### src/design/pcep_pkg.sv
// Shared types and constants for the prime count block.
`timescale 1ns / 1ps

package pcep_pkg;

    localparam int PCEP_MAX_ITEMS = 65536;
    localparam int PCEP_MAG_W     = 31;
    localparam int PCEP_DIV_W     = 16;
    localparam int PCEP_CNT_W     = 16;
    localparam int PCEP_STEP_W    = 5;

    typedef enum logic [1:0] {
        ST_IDLE,
        ST_CHECK,
        ST_DIVIDE,
        ST_DONE
    } pcep_state_t;

    typedef struct packed {
        logic                  start;
        logic [PCEP_MAG_W-1:0] dividend;
        logic [PCEP_DIV_W-1:0] divisor;
    } rem_ctrl_t;

    typedef struct packed {
        logic busy;
        logic done;
        logic zero;
    } rem_stat_t;

endpackage

### src/design/pcep_rem_unit.sv
// Bit-serial restoring remainder unit, one dividend bit per cycle.
`timescale 1ns / 1ps

module pcep_rem_unit
    import pcep_pkg::*;
(
    input  logic      clk,
    input  logic      rst_n,
    input  rem_ctrl_t ctrl,
    output rem_stat_t stat
);

    localparam logic [PCEP_STEP_W-1:0] LAST_STEP = PCEP_STEP_W'(PCEP_MAG_W - 1);

    logic                   busy_reg, busy_next;
    logic                   done_reg, done_next;
    logic [PCEP_STEP_W-1:0] step_reg, step_next;
    logic [PCEP_DIV_W-1:0]  rem_reg, rem_next;
    logic [PCEP_MAG_W-1:0]  dvd_reg, dvd_next;
    logic [PCEP_DIV_W-1:0]  dsr_reg, dsr_next;
    logic [PCEP_DIV_W:0]    trial;
    logic [PCEP_DIV_W:0]    diff;

    always_comb
    begin
        trial     = {rem_reg, dvd_reg[PCEP_MAG_W-1]};
        diff      = trial - {1'b0, dsr_reg};
        busy_next = busy_reg;
        done_next = 1'b0;
        step_next = step_reg;
        rem_next  = rem_reg;
        dvd_next  = dvd_reg;
        dsr_next  = dsr_reg;
        if (busy_reg)
        begin
            // subtract when the trial remainder reaches the divisor
            if (trial >= {1'b0, dsr_reg})
                rem_next = diff[PCEP_DIV_W-1:0];
            else
                rem_next = trial[PCEP_DIV_W-1:0];
            dvd_next  = {dvd_reg[PCEP_MAG_W-2:0], 1'b0};
            step_next = step_reg + 1'b1;
            if (step_reg == LAST_STEP)
            begin
                busy_next = 1'b0;
                done_next = 1'b1;
            end
        end
        else if (ctrl.start)
        begin
            busy_next = 1'b1;
            step_next = '0;
            rem_next  = '0;
            dvd_next  = ctrl.dividend;
            dsr_next  = ctrl.divisor;
        end
    end

    always_ff @(posedge clk or negedge rst_n)
    begin
        if (!rst_n)
        begin
            busy_reg <= 1'b0;
            done_reg <= 1'b0;
            step_reg <= '0;
        end
        else
        begin
            busy_reg <= busy_next;
            done_reg <= done_next;
            step_reg <= step_next;
        end
    end

    always_ff @(posedge clk)
    begin
        rem_reg <= rem_next;
        dvd_reg <= dvd_next;
        dsr_reg <= dsr_next;
    end

    assign stat.busy = busy_reg;
    assign stat.done = done_reg;
    assign stat.zero = (rem_reg == '0);

endmodule

### src/design/prime_count_even_positions.sv
// Top level: trial-division primality test with even-position prime count.
// Zero, negative, 0 or 1 go from idle straight to the done state, which loads the
// output register once it is free. Otherwise each trial divisor takes a square check,
// 31 remainder steps in the shared bit-serial unit and a result step; up to 46339
// divisors are tried. One item at a time; in_ready only when idle.
// Reset clears both counters, the sequencer and the output valid flag.
`timescale 1ns / 1ps

module prime_count_even_positions
    import pcep_pkg::*;
#(
    parameter int MAX_ITEMS = PCEP_MAX_ITEMS
)
(
    input  logic                         clk,
    input  logic                         rst_n,
    input  logic                         in_valid,
    output logic                         in_ready,
    input  logic signed [31:0]           value,
    output logic                         out_valid,
    input  logic                         out_ready,
    output logic                         is_prime,
    output logic        [PCEP_CNT_W-1:0] position,
    output logic        [PCEP_CNT_W-1:0] prime_count,
    output logic                         list_end
);

    localparam logic [PCEP_CNT_W-1:0] POS_LIMIT =
        ((MAX_ITEMS - 1) > 65535) ? {PCEP_CNT_W{1'b1}} : PCEP_CNT_W'(MAX_ITEMS - 1);
    localparam logic [PCEP_CNT_W-1:0] CNT_MAX = {PCEP_CNT_W{1'b1}};

    pcep_state_t             state_reg, state_next;
    logic [PCEP_MAG_W-1:0]   mag_reg, mag_next;
    logic [PCEP_DIV_W-1:0]   div_reg, div_next;
    logic [31:0]             sq_reg, sq_next;
    logic                    prime_reg, prime_next;
    logic                    end_reg, end_next;
    logic [PCEP_CNT_W-1:0]   pos_reg, pos_next;
    logic [PCEP_CNT_W-1:0]   total_reg, total_next;
    logic                    out_valid_reg, out_valid_next;
    logic                    out_prime_reg, out_prime_next;
    logic [PCEP_CNT_W-1:0]   out_pos_reg, out_pos_next;
    logic [PCEP_CNT_W-1:0]   out_cnt_reg, out_cnt_next;
    logic                    out_end_reg, out_end_next;
    logic [PCEP_CNT_W-1:0]   total_inc;
    rem_ctrl_t               rem_ctrl;
    rem_stat_t               rem_stat;

    pcep_rem_unit u_rem
    (
        .clk   (clk),
        .rst_n (rst_n),
        .ctrl  (rem_ctrl),
        .stat  (rem_stat)
    );

    assign in_ready = (state_reg == ST_IDLE);

    always_comb
    begin
        state_next     = state_reg;
        mag_next       = mag_reg;
        div_next       = div_reg;
        sq_next        = sq_reg;
        prime_next     = prime_reg;
        end_next       = end_reg;
        pos_next       = pos_reg;
        total_next     = total_reg;
        out_valid_next = out_valid_reg && !out_ready;
        out_prime_next = out_prime_reg;
        out_pos_next   = out_pos_reg;
        out_cnt_next   = out_cnt_reg;
        out_end_next   = out_end_reg;
        rem_ctrl.start    = 1'b0;
        rem_ctrl.dividend = mag_reg;
        rem_ctrl.divisor  = div_reg;
        total_inc = (prime_reg && !pos_reg[0] && (total_reg != CNT_MAX)) ?
                    total_reg + 1'b1 : total_reg;

        case (state_reg)
            ST_IDLE:
            begin
                if (in_valid)
                begin
                    mag_next   = value[PCEP_MAG_W-1:0];
                    prime_next = 1'b0;
                    end_next   = (value == 32'sd0);
                    div_next   = PCEP_DIV_W'(2);
                    sq_next    = 32'd4;
                    if (value == 32'sd0 || value[31] || value[PCEP_MAG_W-1:0] <= 31'd1)
                        state_next = ST_DONE;
                    else
                        state_next = ST_CHECK;
                end
            end
            ST_CHECK:
            begin
                if (sq_reg > {1'b0, mag_reg})
                begin
                    prime_next = 1'b1;
                    state_next = ST_DONE;
                end
                else
                begin
                    rem_ctrl.start = 1'b1;
                    state_next     = ST_DIVIDE;
                end
            end
            ST_DIVIDE:
            begin
                if (rem_stat.done)
                begin
                    if (rem_stat.zero)
                        state_next = ST_DONE;
                    else
                    begin
                        // (d+1)^2 = d^2 + 2d + 1
                        sq_next    = sq_reg + {15'd0, div_reg, 1'b1};
                        div_next   = div_reg + 1'b1;
                        state_next = ST_CHECK;
                    end
                end
            end
            ST_DONE:
            begin
                if (!out_valid_reg || out_ready)
                begin
                    out_valid_next = 1'b1;
                    out_pos_next   = pos_reg;
                    out_end_next   = end_reg;
                    if (end_reg)
                    begin
                        out_prime_next = 1'b0;
                        out_cnt_next   = total_reg;
                        pos_next       = '0;
                        total_next     = '0;
                    end
                    else
                    begin
                        out_prime_next = prime_reg;
                        out_cnt_next   = total_inc;
                        total_next     = total_inc;
                        if (pos_reg < POS_LIMIT)
                            pos_next = pos_reg + 1'b1;
                    end
                    state_next = ST_IDLE;
                end
            end
            default:
            begin
                state_next = ST_IDLE;
            end
        endcase
    end

    always_ff @(posedge clk or negedge rst_n)
    begin
        if (!rst_n)
        begin
            state_reg     <= ST_IDLE;
            pos_reg       <= '0;
            total_reg     <= '0;
            out_valid_reg <= 1'b0;
        end
        else
        begin
            state_reg     <= state_next;
            pos_reg       <= pos_next;
            total_reg     <= total_next;
            out_valid_reg <= out_valid_next;
        end
    end

    always_ff @(posedge clk)
    begin
        mag_reg       <= mag_next;
        div_reg       <= div_next;
        sq_reg        <= sq_next;
        prime_reg     <= prime_next;
        end_reg       <= end_next;
        out_prime_reg <= out_prime_next;
        out_pos_reg   <= out_pos_next;
        out_cnt_reg   <= out_cnt_next;
        out_end_reg   <= out_end_next;
    end

    assign out_valid   = out_valid_reg;
    assign is_prime    = out_prime_reg;
    assign position    = out_pos_reg;
    assign prime_count = out_cnt_reg;
    assign list_end    = out_end_reg;

    a_end_not_prime: assert property (@(posedge clk) disable iff (!rst_n)
        (out_valid && list_end) |-> !is_prime)
        else $error("list end transfer flagged as prime");

    a_divide_has_unit: assert property (@(posedge clk) disable iff (!rst_n)
        (state_reg == ST_DIVIDE) |-> (rem_stat.busy || rem_stat.done))
        else $error("waiting on an idle remainder unit");

    a_pos_limit: assert property (@(posedge clk) disable iff (!rst_n)
        pos_reg <= POS_LIMIT)
        else $error("position counter past its limit");

    a_start_idle_unit: assert property (@(posedge clk) disable iff (!rst_n)
        rem_ctrl.start |-> (!rem_stat.busy && div_reg >= PCEP_DIV_W'(2)))
        else $error("remainder start while busy or with bad divisor");

    a_end_clears: assert property (@(posedge clk) disable iff (!rst_n)
        (state_reg == ST_DONE && end_reg && (!out_valid_reg || out_ready))
        |=> (pos_reg == '0 && total_reg == '0))
        else $error("counters not cleared at list end");

endmodule
### config.mk
export PLATFORM = sky130hd
export DESIGN_NAME = prime_count_even_positions
export DESIGN_NICKNAME = d
export VERILOG_FILES = /design/src/design/pcep_pkg.sv /design/src/design/pcep_rem_unit.sv /design/src/design/prime_count_even_positions.sv
export SDC_FILE = /design/constraint.sdc
export NUM_CORES = 1
export LEC_CHECK = 0
export ABC_AREA = 1
export BUFFER_PORTS_ARGS = -buffer_cell sky130_fd_sc_hd__buf_2
export CAP_MARGIN = 30
export CORE_MARGIN = 5
export CORE_UTILIZATION = 25
export DETAILED_ROUTE_END_ITERATION = 6
export PLACE_DENSITY = 0.36
export SETUP_SLACK_MARGIN = 0.15
export SYNTH_ARGS = -nofsm -noshare
export SYNTH_HDL_FRONTEND = slang
export SYNTH_HIERARCHICAL = 1
export SYNTH_SLANG_ARGS = --single-unit
### constraint.sdc
create_clock -name clk -period 3.7 [get_ports clk]
set_clock_uncertainty 0.2 [all_clocks]
set_input_delay 0.185 -clock clk [delete_from_list [all_inputs] [get_ports clk]]
set_output_delay 0.185 -clock clk [all_outputs]
set_load 0.05 [all_outputs]
==> flow_summary_export.csv <==
group,metric,value,unit
detailed_routing,drc,0,
layout,drive_gt1_frac,0.121,
layout,post-route-util,0.299,
sta,rsz0062_at_grt,"false",
sta,relSlewSlack,0.447,
setup_path,critPathTopFamily,"simple AND/OR/NAND/NOR gates",
grt,grt_max_degree,49,
clock_network,insertion_delay,0.57,ns
placement,preCtsSetupSlack,0.510,ns
detailed_routing,dr_total_vias,10600,
power_and_ir_drop,power.net_switching,6.35,mW
setup_path,timing.rr.end,"u_rem/dsr_reg[15]",
clock_network,htree_levels,1,
power_and_ir_drop,p_comb_frac,0.460,
floorplan,start_util,0.253,
sta,setup_ws,0.531,ns
setup_path,start_kind,"register",
setup_path,max_stage_delay,0.44,ns
layout,final_cell_mix,"409 x nand2_1, 242 x inv_1, 177 x edfxtp_1",
yosys,synth_area,0.0133,mm2
clock_network,post_cts.repair.setup_buffers,0,
layout,design_area,0.0158,mm2
grt,grt-ovfl-total,0,
power_and_ir_drop,power_density,891,mW/mm2
sta,worst_pin_slew,0.826,ns
floorplan,rows,84,
sta,tns,0,ns
grt,grt_pass1_vias,10500,
floorplan,core_area,0.0527,mm2
sta,finalMaxSlewViolations,0,
grt,grt_pass1_wl,58600,um
sta,period_needed,3.17,ns
detailed_routing,drtIter0Drc,496,
run_status,outcome,"finished clean",
sta,min_period_over_period,0.856,
placement,routabilityCongestion,0.837,
detailed_routing,wl,37300,um
power_and_ir_drop,seq_power_share,0.347,
sta,final_hold_viol_count,0,
power_and_ir_drop,clkPwrFrac,0.192,
clock_network,cts-root-buf,"clkbuf_16",
detailed_routing,viasPerCell,4.40,
setup_path,reg2reg_slack,0.53,ns
floorplan,die_area,0.0580,mm2
layout,area_growth,18.3,%
power_and_ir_drop,switching_share,0.453,
detailed_routing,wl_per_cell,15.5,um
grt,grt_antenna_before_repair,0,
power_and_ir_drop,cellLeakagePower,7.05,nW
layout,fin_nets,1811,
clock_network,cts_tree,"yes",
layout,layout_commonest_cell,"nand2_1",
yosys,syn_nets,1691,
yosys,ys_warn_count,6,
clock_network,clock-sinks,220,
worst_hold_path,hold_path_class,"input pin to async pin",
sta,setup-violations-final,0,
detailed_routing,first_pass_iters,4,
setup_path,crit_chain,"ha_1 > inv_1 > or2_2 > nor2_1 > nand2_1 > nor2_1 > nand4_1 > a21boi_0 > inv_1 > nor2_4 > buf_4",
grt,groute.usage.overall,0.127,
floorplan,ios,72,
setup_path,crit_fanout,32,
run,drv_cap,0,
clock_network,cts_buffer_depth,3,
placement,port_buffers,71,
setup_path,crit_start,"sq_reg[30]",
power_and_ir_drop,peakVddDrop,0.491,mV
yosys,syn_avg_cell_area,8.41,um2
detailed_routing,ant_nets,0,
setup_path,path_class,"register to register",
power_and_ir_drop,p_int,7.69,mW
setup_path,cp.required,3.71,ns
setup_path,crit_buf_inv,3,
setup_path,r2r-start,"sq_reg[30]",
floorplan,fp.dieW,241,um
setup_path,reg2reg_depth,11,
clock_network,cts_buffers,28,
yosys,syn_inst,1585,
setup_path,worst_ep_arrival_time,3.18,ns
layout,diodes,0,
clock_network,postCtsHoldBufs,37,
setup_path,crit_cells,11,
setup_path,endpoint_kind,"register",
placement,placed_area,0.0145,mm2
placement,dp_hpwl,27800,um
clock_network,clkTransAtPathRegs,0.06,ns
sta,fmax,0.316,GHz
layout,largest_reg_flops,32,
floorplan,die-height,241,um
setup_path,cpMaxStageDelayCell,"edfxtp_1",
clock_network,post_cts_resized,0,
[power groups by stage]
stage | Combinational [mW] | Sequential (mW) | Clock (mW)
floorplan | 4.47 | 4.99 | 0
global placement | 6.52 | 4.94 | 0
detailed placement | 6.52 | 4.93 | 0
CTS | 6.60 | 4.90 | 2.82
global route | 7.39 | 5.00 | 2.92
finish | 6.47 | 4.87 | 2.70
[layer usage]
layer | global-route usage | vias up | part of all wire
met3 | 0.0169 | 45 | 0.032
met5 | 0 | - | 0
met4 | 0.0292 | 0 | 0.018
met2 | 0.206 | 129 | 0.45
met1 | 0.182 | 4954 | 0.50
li1 | - | 5480 | -
[worst reg2reg max path, delay by kind of cell, from the launching register on]
kind	cells	cell delay, ns
AOI/OAI and AO/OA	1	0.27
adders and majority gates	1	0.30
and+or+nand+nor	6	1.06
buffers and inverters	3	0.52
DFF	1	0.44
[cell type report]
class / instances / area (um2)
clock buffer: 40 / 786
clock inverter: 10 / 114
fill: 5609 / 36900
inverter: 254 / 956
multi-input combinational: 1081 / 5830
sequential: 220 / 6390
tap: 688 / 861
timing repair buffer: 120 / 828
[per-stage QoR]
| stage | hold WS, ns | cells | total power [mW] |
|---|---|---|---|
| after detailed placement | -0.0423 | 2326 | 11.5 |
| final | 0.0874 | 2413 | 14.0 |
| after floorplan | -0.311 | 1585 | 9.46 |
| after global placement | -0.0372 | 2326 | 11.5 |
| after global routing | 0.111 | 2413 | 15.3 |
| after CTS | 0.0662 | 2413 | 14.3 |
[how the worst max path moves through the flow]
stage / endpoint / slack, ns
finish: u_rem/dsr_reg[15] / 0.53
global route: u_rem/dvd_reg[21] / 0.31
CTS: u_rem/dsr_reg[12] / 0.49
detailed placement: u_rem/dsr_reg[14] / 0.51
global placement: u_rem/dsr_reg[15] / 0.54
floorplan: prime_reg / 0.24
Power figures use the tool's default switching activity.
